<file path="config.mk">
export PLATFORM = sky130hd
export DESIGN_NAME = overcurrent_peg_trip_guard_core
export DESIGN_NICKNAME = d
export VERILOG_FILES = /design/src/design/ocpg_pkg.sv /design/src/design/overcurrent_peg_trip_guard_core.sv
export SDC_FILE = /design/constraint.sdc
export NUM_CORES = 1
export LEC_CHECK = 0
export BUFFER_PORTS_ARGS = -buffer_cell sky130_fd_sc_hd__buf_2
export CAP_MARGIN = 10
export CORE_MARGIN = 5
export CORE_UTILIZATION = 58
export DETAILED_ROUTE_END_ITERATION = 10
export GPL_TIMING_DRIVEN = 0
export PLACE_DENSITY = 0.84
export RECOVER_POWER = 25
export SYNTH_ARGS = -nofsm -noshare
export SYNTH_HDL_FRONTEND = slang
export SYNTH_SLANG_ARGS = --single-unit
</file>
<file path="constraint.sdc">
create_clock -name clk -period 10.6 [get_ports clk]
set_input_delay 1.06 -clock clk [delete_from_list [all_inputs] [get_ports clk]]
set_output_delay 1.06 -clock clk [all_outputs]
set_load 0.02 [all_outputs]
</file>
<file path="src/design/ocpg_pkg.sv">
// Shared types and constants for the overcurrent peg trip guard.
package ocpg_pkg;

	localparam int unsigned ADC_W     = 12;
	localparam int unsigned TIME_W    = 32;
	localparam int unsigned RUN_W     = 16;
	localparam int unsigned CFG_W     = 16;
	localparam int unsigned CFG_IDX_W = 2;
	localparam int unsigned STATE_W   = 2;
	localparam int unsigned S_DATA_W  = 56;
	localparam int unsigned M_DATA_W  = 40;

	localparam logic [ADC_W-1:0] ADC_TOP    = 12'd4095;
	localparam logic [ADC_W-1:0] ADC_BOTTOM = 12'd0;

	// register indexes
	localparam logic [CFG_IDX_W-1:0] REG_TRIP_RUN_LIMIT = 2'd0;
	localparam logic [CFG_IDX_W-1:0] REG_HOLD_TIME_MS   = 2'd1;
	localparam logic [CFG_IDX_W-1:0] REG_CYCLE_TIME_MS  = 2'd2;

	localparam logic [CFG_W-1:0] TRIP_RUN_LIMIT_RST = 16'd8;
	localparam logic [CFG_W-1:0] HOLD_TIME_MS_RST   = 16'd200;
	localparam logic [CFG_W-1:0] CYCLE_TIME_MS_RST  = 16'd1000;

	// reported state codes
	localparam logic [STATE_W-1:0] CODE_ARMED = 2'd0;
	localparam logic [STATE_W-1:0] CODE_HOLD  = 2'd1;
	localparam logic [STATE_W-1:0] CODE_BLANK = 2'd2;

	typedef enum logic [2:0] {
		GUARD_ARMED = 3'b001,
		GUARD_HOLD  = 3'b010,
		GUARD_BLANK = 3'b100
	} guard_mode_t;

	typedef struct packed {
		logic [TIME_W-1:0]  trip_total;
		logic [STATE_W-1:0] guard_state;
		logic               force_safe;
	} result_t;

	function automatic logic [STATE_W-1:0] mode_code(input guard_mode_t m);
		logic [STATE_W-1:0] c;
		unique case (m)
			GUARD_ARMED: c = CODE_ARMED;
			GUARD_HOLD:  c = CODE_HOLD;
			GUARD_BLANK: c = CODE_BLANK;
			default:     c = CODE_ARMED;
		endcase
		return c;
	endfunction

	function automatic logic is_pegged(input logic [ADC_W-1:0] v);
		return (v == ADC_BOTTOM) || (v == ADC_TOP);
	endfunction

endpackage

</file>
<file path="src/design/overcurrent_peg_trip_guard_core.sv">
// Overcurrent peg trip guard: input register, single-pass update, result register.
//
// channel  dir  handshake            payload
// s_       in   s_tvalid / s_tready  s_tdata {now_ms, y_current, x_current}, s_tuser, s_tlast
// m_       out  m_tvalid / m_tready  m_tdata {trip_total, guard_state, force_safe}
// cfg_     in   cfg_we               cfg_index, cfg_data
//
// One word a cycle unless stalled: a word is held in the input register, then updates the
// guard state; a word with tlast loads the result register, seen on m_ the cycle after.
// The input stage stalls only when a tlast word meets a full result register that is
// not being drained.
// Reset clears the guard state, the trip count and both stages, and loads the
// register defaults.
module overcurrent_peg_trip_guard_core
	import ocpg_pkg::*;
(
	input  logic                 clk,
	input  logic                 arst_n,
	input  logic                 s_tvalid,
	output logic                 s_tready,
	input  logic [S_DATA_W-1:0]  s_tdata,   // x_current[11:0], y_current[23:12], now_ms[55:24]
	input  logic                 s_tuser,   // first_in_block
	input  logic                 s_tlast,   // last_in_block
	output logic                 m_tvalid,
	input  logic                 m_tready,
	output logic [M_DATA_W-1:0]  m_tdata,   // force_safe[0], guard_state[2:1], trip_total[34:3]
	input  logic                 cfg_we,
	input  logic [CFG_IDX_W-1:0] cfg_index,
	input  logic [CFG_W-1:0]     cfg_data
);

	logic [CFG_W-1:0] trip_run_limit_q, hold_time_ms_q, cycle_time_ms_q;

	always_ff @(posedge clk or negedge arst_n) begin
		if (!arst_n) begin
			trip_run_limit_q <= TRIP_RUN_LIMIT_RST;
			hold_time_ms_q   <= HOLD_TIME_MS_RST;
			cycle_time_ms_q  <= CYCLE_TIME_MS_RST;
		end else if (cfg_we) begin
			unique case (cfg_index)
				REG_TRIP_RUN_LIMIT: trip_run_limit_q <= cfg_data;
				REG_HOLD_TIME_MS:   hold_time_ms_q   <= cfg_data;
				REG_CYCLE_TIME_MS:  cycle_time_ms_q  <= cfg_data;
				default: ;
			endcase
		end
	end

	// input stage
	logic              valid_s1;
	logic [ADC_W-1:0]  x_s1, y_s1;
	logic [TIME_W-1:0] now_s1;
	logic              first_s1, last_s1;

	// guard state
	guard_mode_t       mode_q;
	logic [RUN_W-1:0]  peg_run_q;
	logic [TIME_W-1:0] trip_time_q;
	logic [TIME_W-1:0] trip_counter_q;
	logic              block_done_q;

	// result register
	logic              out_valid_q;
	result_t           out_data_q;

	logic proceed;
	assign proceed  = valid_s1 && (!last_s1 || !out_valid_q || m_tready);
	assign s_tready = !valid_s1 || proceed;

	always_ff @(posedge clk or negedge arst_n) begin
		if (!arst_n) begin
			valid_s1 <= 1'b0;
		end else if (s_tready) begin
			valid_s1 <= s_tvalid;
		end
	end

	always_ff @(posedge clk) begin
		if (s_tready && s_tvalid) begin
			x_s1     <= s_tdata[ADC_W-1:0];
			y_s1     <= s_tdata[2*ADC_W-1:ADC_W];
			now_s1   <= s_tdata[2*ADC_W+TIME_W-1:2*ADC_W];
			first_s1 <= s_tuser;
			last_s1  <= s_tlast;
		end
	end

	// single-pass update
	guard_mode_t       mode_n;
	logic [RUN_W-1:0]  run_n, run_inc;
	logic [TIME_W-1:0] trip_time_n, counter_n, elapsed;
	logic              done_n;

	always_comb begin
		mode_n      = mode_q;
		run_n       = peg_run_q;
		trip_time_n = trip_time_q;
		counter_n   = trip_counter_q;
		done_n      = block_done_q;
		elapsed     = now_s1 - trip_time_q;
		run_inc     = peg_run_q + 1'b1;

		if (first_s1) begin
			done_n = 1'b0;
			unique case (mode_q)
				GUARD_HOLD: begin
					if (elapsed >= {{(TIME_W-CFG_W){1'b0}}, hold_time_ms_q}) begin
						mode_n = GUARD_BLANK;
						run_n  = '0;
					end
				end
				GUARD_BLANK: begin
					if (elapsed >= {{(TIME_W-CFG_W){1'b0}}, cycle_time_ms_q})
						mode_n = GUARD_ARMED;
				end
				default: ;
			endcase
		end

		// a re-arm at block start cannot also clear the run, so run_n is still peg_run_q here
		if (mode_n == GUARD_ARMED && !done_n) begin
			if (is_pegged(x_s1) || is_pegged(y_s1)) begin
				run_n = run_inc;
				if (run_inc > trip_run_limit_q) begin
					mode_n      = GUARD_HOLD;
					trip_time_n = now_s1;
					counter_n   = trip_counter_q + 1'b1;
					run_n       = '0;
					done_n      = 1'b1;
				end
			end else begin
				run_n = '0;
			end
		end

		if (last_s1)
			done_n = 1'b0;
	end

	always_ff @(posedge clk or negedge arst_n) begin
		if (!arst_n) begin
			mode_q         <= GUARD_ARMED;
			peg_run_q      <= '0;
			trip_time_q    <= '0;
			trip_counter_q <= '0;
			block_done_q   <= 1'b0;
		end else if (proceed) begin
			mode_q         <= mode_n;
			peg_run_q      <= run_n;
			trip_time_q    <= trip_time_n;
			trip_counter_q <= counter_n;
			block_done_q   <= done_n;
		end
	end

	always_ff @(posedge clk or negedge arst_n) begin
		if (!arst_n) begin
			out_valid_q <= 1'b0;
		end else if (proceed && last_s1) begin
			out_valid_q <= 1'b1;
		end else if (m_tready) begin
			out_valid_q <= 1'b0;
		end
	end

	always_ff @(posedge clk) begin
		if (proceed && last_s1) begin
			out_data_q.force_safe  <= (mode_n == GUARD_HOLD);
			out_data_q.guard_state <= mode_code(mode_n);
			out_data_q.trip_total  <= counter_n;
		end
	end

	assign m_tvalid = out_valid_q;
	assign m_tdata  = {{(M_DATA_W-$bits(result_t)){1'b0}}, out_data_q};

endmodule
</file>
# Word level (Yosys, flattened, before mapping)
# Cells that the tools add are included.
op_classes:
  n_eq_ne: 9
  n_lt_le_gt_ge: 3
  n_addsub: 3
  n_mux: 24
  n_reduce_logical: 26
op_table:
  columns: ["cell", "count"]
  rows:
  - ["$mux 16", 6]
  - ["$mux 32", 3]
  - ["$ge 32x16->1", 2]
  - ["$add 32x1->32 const B", 1]
  - ["$sub 32x32->32", 1]
  - ["$eq 12x12->1 const B", 2]
  - ["$logic_not 12->1", 2]
  - ["$mux 3", 6]
  - ["$add 16x1->16 const B", 1]
  - ["$gt 16x16->1", 1]
  - ["$reduce_and 4->1", 2]
  - ["$reduce_bool 2->1", 4]
  - ["$mux 1", 7]
  - ["$eq 3x2->1 const B", 2]
  - ["$eq 3x3->1 const B", 2]
  - ["$logic_or 1x1->1", 6]
  - ["$pmux 3 s2", 1]
  - ["$reduce_and 2->1", 3]
  - ["$logic_and 1x1->1", 4]
  - ["$logic_not 1->1", 4]
  - ["$pmux 2 s2", 1]
  - ["$eq 3x1->1 const B", 1]
  - ["$eq 2x1->1 const B", 1]
  - ["$eq 2x2->1 const B", 1]
  - ["$logic_not 2->1", 1]
totals:
  register_bits: 227

# Depth between registers and ports, before layout
# Gate-level depths: netlist of run 1.
depth:
  word_depth: 10
  depth_mapped: 23
  ltp_nobuf: 20

# Worst setup path before layout of run 1
# No wires, ideal clock.
synth_path:
  path_kind: "reg2reg"
  startpoint: "reg now_s1[3]"
  endpoint: "reg out_data_q, in the netlist m_tdata[0], data pin"
  n_path_buf: 2
  t_arrival_ns: 3.799
  setup_ns: 0.254
  slack_ns: 6.546
  stages_incl_launch_ff: 21
  period_less_slack_ns: 4.054
  cell_sequence: "edfxtp_1 -> ha_1 -> a21o_1 -> a21oi_1 -> nand2_1 -> and2_1 -> a21oi_1 -> xnor2_1 -> ha_1 -> a21o_1 -> a21o_1 -> a21oi_1 -> o21a_1 -> o21ai_0 -> a211oi_2 -> nand4_1 -> o211ai_1 -> buf_2 -> buf_4 -> nor2_1 -> o21a_1"
synth_between:
  elab_chain_cells: 9
  word_cells_on_any_way: 13
synth_lines:
  columns: ["element", "line", "source"]
  rows:
  - ["start: declaration", "overcurrent_peg_trip_guard_core.sv:52", "logic [TIME_W-1:0] now_s1;"]
  - ["start signal: assignment", "overcurrent_peg_trip_guard_core.sv:82", "now_s1 <= s_tdata[2*ADC_W+TIME_W-1:2*ADC_W];"]
  - ["$sub 32x32->32 (*)", "overcurrent_peg_trip_guard_core.sv:100", "elapsed = now_s1 - trip_time_q;"]
  - ["$ge 32x16->1 (on tied branches)", "overcurrent_peg_trip_guard_core.sv:113, overcurrent_peg_trip_guard_core.sv:107", null]
  - ["$mux 3 (on tied branches)", "overcurrent_peg_trip_guard_core.sv:113, overcurrent_peg_trip_guard_core.sv:107", null]
  - ["$pmux 3 s2 (*)", "overcurrent_peg_trip_guard_core.sv:105", "unique case (mode_q)"]
  - ["$mux 3 (*)", "overcurrent_peg_trip_guard_core.sv:103", "if (first_s1) begin"]
  - ["$eq 3x1->1 / $mux 3 (equally long branches)", "overcurrent_peg_trip_guard_core.sv:121, overcurrent_peg_trip_guard_core.sv:124", null]
  - ["$logic_and 1x1->1 / $mux 3 (equally long branches)", "overcurrent_peg_trip_guard_core.sv:121, overcurrent_peg_trip_guard_core.sv:122", null]
  - ["$mux 3 (*)", "overcurrent_peg_trip_guard_core.sv:121", "if (mode_n == GUARD_ARMED && !done_n) begin"]
  - ["$eq 3x2->1 (*)", "overcurrent_peg_trip_guard_core.sv:168", "out_data_q.force_safe <= (mode_n == GUARD_HOLD);"]
  - ["end: declaration", "overcurrent_peg_trip_guard_core.sv:64", "result_t out_data_q;"]
# Mark *: on every way between the ends. The rest lies on a longest branch, timed or not.
# A chain may end at the register's enable or synchronous reset.

# Worst setup path in the final report of run 1
layout_path:
  startpoint: "reg now_s1[10]"
  endpoint: "reg out_data_q, in the netlist m_tdata[1], data pin"
layout_between:
  elab_chain_cells: 10
  word_cells_on_any_way: 15
layout_lines:
  columns: ["element", "line", "source"]
  rows:
  - ["$sub 32x32->32 (*)", "overcurrent_peg_trip_guard_core.sv:100", null]
  - ["$ge 32x16->1 (on tied branches)", "overcurrent_peg_trip_guard_core.sv:113, overcurrent_peg_trip_guard_core.sv:107", null]
  - ["$mux 3 (on tied branches)", "overcurrent_peg_trip_guard_core.sv:113, overcurrent_peg_trip_guard_core.sv:107", null]
  - ["$pmux 3 s2 (*)", "overcurrent_peg_trip_guard_core.sv:105", null]
  - ["$mux 3 (*)", "overcurrent_peg_trip_guard_core.sv:103", null]
  - ["$eq 3x1->1 / $mux 3 (equally long branches)", "overcurrent_peg_trip_guard_core.sv:121, overcurrent_peg_trip_guard_core.sv:124", null]
  - ["$logic_and 1x1->1 / $mux 3 (equally long branches)", "overcurrent_peg_trip_guard_core.sv:121, overcurrent_peg_trip_guard_core.sv:122", null]
  - ["$mux 3 (*)", "overcurrent_peg_trip_guard_core.sv:121", null]
  - ["$eq 3x3->1 / $eq 3x2->1 (equally long branches)", "ocpg_pkg.sv:44", "unique case (m)"]
  - ["$pmux 2 s2 (*)", "ocpg_pkg.sv:44", null]
# Marked as above.

==> impl_metrics.toml, run 1 <==
[status]
status = "finished with violations"
violations = "capacitance limit, slew limit"

[global_route]
grt_pass1_vias = 9815
overflow = 0
antenna_found_initial = 0
grtUsageTotal_pct = 23.6
grt_pass1_wl_mm = 47.7
grt_max_degree = 96

[critical_path]
crit_chain = "ha_1, buf_2, and4_4, and3_1, a21boi_1, nor2_1, xnor2_1, ha_1, a21o_1, a21o_1, a21oi_1, o21a_1, o21ai_0, a211oi_2, nand4_1, o211ai_1, buf_2, buf_4, nor2_1, o21a_1"
critPathLaunchType = "register"
cp.arrival_ns = 5.35
cp.required_ns = 10.88
cp_max_fo = 10
cpPeakStageDelay_ns = 0.41
critical_path_class = "reg -> reg"
end_kind = "register"
slowest_stage = "edfxtp_1"

[timing]
drv_slew = 40
skew_ns = 0.0170
worst_slack_ns = 5.52
period_needed_ns = 5.08
hold_viol_final = 0
tightest_slew_ns = 2.29
slew_headroom_pct = -52.9
setup_tns_ns = 0
rsz0062_at_grt = "false"
post-route-period-util_pct = 47.9
max_freq_mhz = 197
setup-violations-final = 0

[clock_tree]
path_clk_slew_ns = 0.06
postCtsSetupBuffers = 0
cts_buffer_depth = 3
h-tree-depth = 1
clk_latency_ns = 0.53
cts-root-buf = "clkbuf_16"
hold_buffers = 0
cts_tree = "done"
cts.sinks = 227
cts_buffers = 24
ctsResizeCount = 0

[synth]
ys_warn_count = 0
synth_area_um2 = 12600
synthArstFlopShare_pct = 59.0
synthAdderAreaFrac_pct = 8.20
synth_compound_gate_area_share_pct = 13.8
synth_xor_area_share_pct = 5.84
synth_ff_type = "dfrtp_1"
ys_ff_latch = 227
yosysMostFrequentCell = "nand2_1"
synth_edf_count = 93
synthMuxAreaShare_pct = 3.39
synth_top_area_cell = "dfrtp_1"
synthSimpleGateAreaFrac_pct = 15.4
synthCells = 1216
synthTopCellsByCount = "124 x nand2_1, 123 x dfrtp_1, 93 x edfxtp_1"
seq_area_frac_synth_pct = 48.9
synth_top_family_by_area = "simple AND/OR/NAND/NOR gates"
avgSynthCellArea_um2 = 10.4
synth_area_leaders = "dfrtp_1 24%, edfxtp_1 22%, ha_1 8.0%"
synth_cell_types = 79
synth_top_area_share_pct = 24.4

[floorplanning]
start_util_pct = 58.3
core_um2 = 21600
die-area_um2 = 24800
die_x_um = 157
fp.dieH_um = 157
io_pins = 123
rows = 54

[pwr]
powerDensity_nw_per_um2 = 145
ir_drop_uv = 137
clkPwrFrac_pct = 40.4
p_comb_share_pct = 11.6
seq_power_share_pct = 48.0
switching_share_pct = 24.4
power_switching_uw = 509
p_int_mw = 1.58
power.leakage_nw = 6.66

[placed_design]
numPortBuffers = 117
place_inst = 1620
place_congestion = 0.908
place_ws_ns = 5.63
hpwl_mm = 21.1

[layout]
final_layout_size_suffix_gt1_share_pct = 17.3
nets = 1529
antenna_cells = 0
syn2layout_area_growth_pct = 14.2
stdcell_count = 1664

[flow_run]
maxCapViolCount = 1

[route]
wl_per_cell_um = 17.5
first_pass_iters = 5
drc_errors = 0
routed_wl_mm = 29.2
postRouteAntennaNets = 0
routed_via_density = 5.84
num_vias = 9714
drt-initial-drc-count = 619

[hold_path]
hold_path_class = "reg -> reg"
[sequential cells by signal (all words and copies together), names as in the netlist, 16 cells and up]
signal and cells:
m_tdata 35, now_s1 32, trip_counter_q 32, trip_time_q 32, cycle_time_ms_q 16, hold_time_ms_q 16
peg_run_q 16, trip_run_limit_q 16
[metrics by stage]
stage                     cell area (um2)  util (%)  hold slack, ns  power [mW]
final                               14400      66.6           0.494        2.09
after global routing                14400      66.6           0.526        2.17
after CTS                           14400      66.6           0.446        2.10
after detailed placement            13600      63.0           0.487        1.25
after global placement              13500      62.7           0.474        1.24
after floorplan                     12600         -           0.459        1.17
[final cells by class]
class | instances | area (um2)
clock buffer | 30 | 644
multi-input combinational | 861 | 5900
buffer | 41 | 213
inverter | 91 | 342
timing repair buffer | 120 | 642
fill | 1662 | 7230
clock inverter | 14 | 141
tap | 280 | 350
sequential | 227 | 6160
[cell usage in the layout, fill, tap and decap left out, types with 35 or more instances in the layout]
cell	synthesis	layout
xnor2_1	40	40
dfrtp_1	123	123
o21ai_0	47	47
o21ai_1	36	36
edfxtp_1	93	93
nand2_1	124	124
ha_1	81	81
nor3_1	35	35
inv_1	91	91
xor2_1	44	44
buf_2	17	129
nor2_1	58	58
a21oi_1	61	61
[final timing paths]
kind / startpoint / endpoint / slack (ns) / depth (start not counted)
worst max-delay path: now_s1[10]$_DFFE_PP_ / m_tdata[1]$_DFFE_PP_ / 5.52 / 20
worst min-delay path: trip_counter_q[31]$_DFFE_PN0P_ / trip_counter_q[31]$_DFFE_PN0P_ / 0.49 / 1
worst max register to register: now_s1[10]$_DFFE_PP_ / m_tdata[1]$_DFFE_PP_ / 5.52 / 20
worst min register to register: trip_counter_q[31]$_DFFE_PN0P_ / trip_counter_q[31]$_DFFE_PN0P_ / 0.49 / 1
max in group asynchronous: arst_n / mode_q[0]$_DFFE_PN1P_ / 8.04 / 2
min in group asynchronous: arst_n / hold_time_ms_q[14]$_DFFE_PN0P_ / 1.23 / 1
[power groups by stage]
stage / sequential (mW) / combinational [mW] / clock (mW)
finish: 1.00 / 0.243 / 0.844
global route: 1.01 / 0.271 / 0.897
CTS: 1.00 / 0.243 / 0.859
detailed placement: 1.02 / 0.237 / 0
global placement: 1.02 / 0.221 / 0
floorplan: 1.02 / 0.151 / 0
[critical path, delay by kind of cell, from the launching register on]
kind / cells / cell delay, ns
buf+inv: 3 / 0.70
xor+xnor: 1 / 0.34
compound gates: 9 / 1.93
flops: 1 / 0.41
fa+ha+maj: 2 / 0.62
simple gates: 5 / 0.84
[routing by layer]
metal	part of all wire, %	GRT usage [%]	vias to the layer above
li1	-	-	4669
met1	42	30.4	4662
met2	50	40.7	311
met3	5.9	3.49	72
met4	2.9	8.32	0
met5	0	0	-
[cell families (layout without fill, tap and decap cells)]
logic type / count (synthesis) / count (layout)
flip-flops: 227 / 227
other: 1 / 5
adder cells (fa/ha/maj): 82 / 82
multiplexers: 38 / 38
AND/OR/NAND/NOR: 388 / 388
AO/OA/AOI/OAI: 264 / 264
buffers and inverters: 132 / 296
XOR/XNOR: 84 / 84
No activity file was read; power rests on OpenSTA's default activity.
==> inputs of run 2 (changes only) <==
--- a/config.mk
+++ b/config.mk
@@ -5,6 +5,7 @@
 export SDC_FILE = /design/constraint.sdc
 export NUM_CORES = 1
 export LEC_CHECK = 0
+export ABC_AREA = 1
 export BUFFER_PORTS_ARGS = -buffer_cell sky130_fd_sc_hd__buf_2
 export CAP_MARGIN = 10
 export CORE_MARGIN = 5
==> constraint.sdc (replaced) <==
create_clock -name clk -period 4.9 [get_ports clk]
set_input_delay 0.49 -clock clk [delete_from_list [all_inputs] [get_ports clk]]
set_output_delay 0.49 -clock clk [all_outputs]
set_load 0.02 [all_outputs]
==> run 2 against run 1 <==
Effect of this change: the flow still finishes with violations (capacitance limit, slew limit); worst setup slack got worse by 5.2 ns; via count increased by 39%; global-route usage increased by 2.4 points; critical path type unchanged.
==> impl_metrics.toml, run 2 <==
[status]
status = "finished with violations"
violations = "capacitance limit, slew limit"

[critical_path]
critical_path_class = "reg -> reg"
end_kind = "register"
cp.arrival_ns = 4.75
cpPeakStageDelay_ns = 0.41
critPathLaunchType = "register"
slowest_stage = "dfrtp_1"
cp.required_ns = 5.10
crit_chain = "nand2_1, nor2_1, nand3_1, nor3b_1, nand3_1, nor3_1, xor2_1, ha_1, nand4_1, nor3_1, nand2_1, o211ai_1, buf_4, nand2_2, nor2_4, nand3_1, nor2_1, o21ai_0"
worst_path_most_repeated_cell = "nand3_1"
cp_max_fo = 8

[clock_tree]
clk_latency_ns = 0.53
cts_buffers = 24
path_clk_slew_ns = 0.06
cts-root-buf = "clkbuf_16"
cts_buffer_depth = 3
cts_tree = "done"
h-tree-depth = 1
cts.sinks = 227

[synth]
avgSynthCellArea_um2 = 7.24
seq_area_frac_synth_pct = 41.7
synth_area_leaders = "dfrtp_1 21%, nand2_1 21%, edfxtp_1 19%"
synthArstFlopShare_pct = 59.0
ys_ff_latch = 227
synthTopCellsByCount = "807 x nand2_1, 285 x inv_1, 140 x nand3_1"
synth_edf_count = 93
synth_cell_types = 49
synth_area_um2 = 14800
synthCells = 2039
synth_top_area_cell = "dfrtp_1"
yosysMostFrequentCell = "nand2_1"
synth_top_area_share_pct = 20.9
synth_ff_type = "dfrtp_1"
ys_warn_count = 0

[timing]
tightest_slew_ns = 2.56
drv_slew = 43
period_needed_ns = 4.55
rsz0062_at_grt = "false"
hold_viol_final = 0
worst_slack_ns = 0.352
post-route-period-util_pct = 92.8
setup-violations-final = 0
max_freq_mhz = 220
slew_headroom_pct = -70.5
skew_ns = 0.0188

[global_route]
grt_max_degree = 93
grt_pass1_vias = 13100
grtUsageTotal_pct = 25.9
antenna_found_initial = 0
grt_pass1_wl_mm = 61.7
overflow = 0

[placed_design]
place_inst = 2492
place_ws_ns = -0.814
place_congestion = 0.944
numPortBuffers = 117
hpwl_mm = 28.6
place_area_um2 = 15800

[route]
postRouteAntennaNets = 0
routed_via_density = 5.32
routed_wl_mm = 37.4
num_vias = 13500
drt-initial-drc-count = 1082
wl_per_cell_um = 14.7
first_pass_iters = 6
drc_errors = 0

[pwr]
powerDensity_nw_per_um2 = 281
finalPower_mw = 4.70
power.leakage_nw = 8.72
ir_drop_uv = 283

[layout]
largest_reg_flops = 35
stdcell_count = 2541
final_common_cell = "nand2_1"
final_area_um2 = 16700
nets = 2356
final_layout_size_suffix_gt1_share_pct = 10.0
syn2layout_area_growth_pct = 13.1
antenna_cells = 0
fillers = 2207
final_cell_mix = "805 x nand2_1, 284 x inv_1, 140 x nand3_1"

[floorplanning]
die_x_um = 169
rows = 58
fp.dieH_um = 169
core_um2 = 25100
die-area_um2 = 28700
io_pins = 123
start_util_pct = 58.8

[flow_run]
maxCapViolCount = 1

[hold_path]
hold_path_class = "in -> reg"
[run 2: cell count changes after synthesis, sizes merged, moves of 31 or more]
cell,change
nand2,+687
a21o,-31
mux2,-37
clkbuf,+43
inv,+197
nand3,+111
nor2,+57
[run 2: logic make-up after synthesis]
family / Yosys count / synth area share, %
xor gates and xnor gates: 55 / 3.26
and+or+nand+nor: 1182 / 33.6
buffers and inverters: 374 / 10.0
DFF: 227 / 41.7
other: 1 / 0.0254
adders and majority gates: 82 / 7.00
AOI/OAI and AO/OA: 118 / 4.37
[run 2: per-layer routing]
metal	vias up	track usage [%]	routed length [um]
met5	-	0	0
met4	0	8.68	1090
met3	71	3.61	2150
met2	407	44.8	18000
met1	6317	33.7	16100
li1	6733	-	-
[run 2: area by class of cell]
cell class | instances | area (um2) | area share, %
Multi-Input combinational cell | 1442 | 7150 | 42.9
Sequential cell | 227 | 6160 | 36.9
Inverter | 293 | 1100 | 6.59
Timing Repair Buffer | 124 | 688 | 4.12
Clock buffer | 33 | 676 | 4.05
Tap cell | 330 | 413 | 2.47
Buffer | 81 | 382 | 2.29
Clock inverter | 11 | 119 | 0.712
[run 2: power by group]
group	total, mW	switching, mW	internal (mW)
clock	1.82	0.747	1.07
combinational	0.705	0.455	0.249
sequential	2.17	0.0623	2.11
[run 2: per-stage QoR]
step                      utilization, %  hold WS, ns  setup TNS, ns
after floorplan                        -        0.194              0
after detailed placement            63.0        0.439         -28.42
after CTS                           66.3        0.112              0
after global placement              62.8        0.462         -25.08
final                               66.5        0.131              0
after global routing                66.5        0.113              0
[run 2: path summary, 6_finish.rpt]
kind,endpoint,slack (ns),from,cells after the start
hold reg to reg,trip_time_q[10]$_DFFE_PN0P_,0.48,trip_time_q[10]$_DFFE_PN0P_,2
setup / recovery,m_tdata[4]$_DFFE_PP_,0.35,peg_run_q[2]$_DFFE_PN0P_,18
max in group asynchronous,trip_counter_q[17]$_DFFE_PN0P_,2.12,arst_n,2
setup reg to reg,m_tdata[4]$_DFFE_PP_,0.35,peg_run_q[2]$_DFFE_PN0P_,18
min in group asynchronous,trip_time_q[7]$_DFFE_PN0P_,1.30,arst_n,2
hold / removal,x_s1[11]$_DFFE_PP_,0.13,s_tdata[11],1
[run 2: critical path, delay by kind of cell (launching register included)]
family | cells | cell delay [ns]
xor gates and xnor gates | 1 | 0.18
and+or+nand+nor | 13 | 2.77
adders and majority gates | 1 | 0.35
buffers and inverters | 1 | 0.18
AOI/OAI and AO/OA | 2 | 0.33
DFF | 1 | 0.41
[run 2: repair_timing]
action / in CTS / in global routing
hold endpoints to repair: 42 / 0
cloned: 0 / 0
buffers inserted: 2 / 0
hold buffers: 1 / 0
gates resized for setup: 2 / 11
endpoints found under the setup margin: 41 / 97
pin swaps: 1 / 0
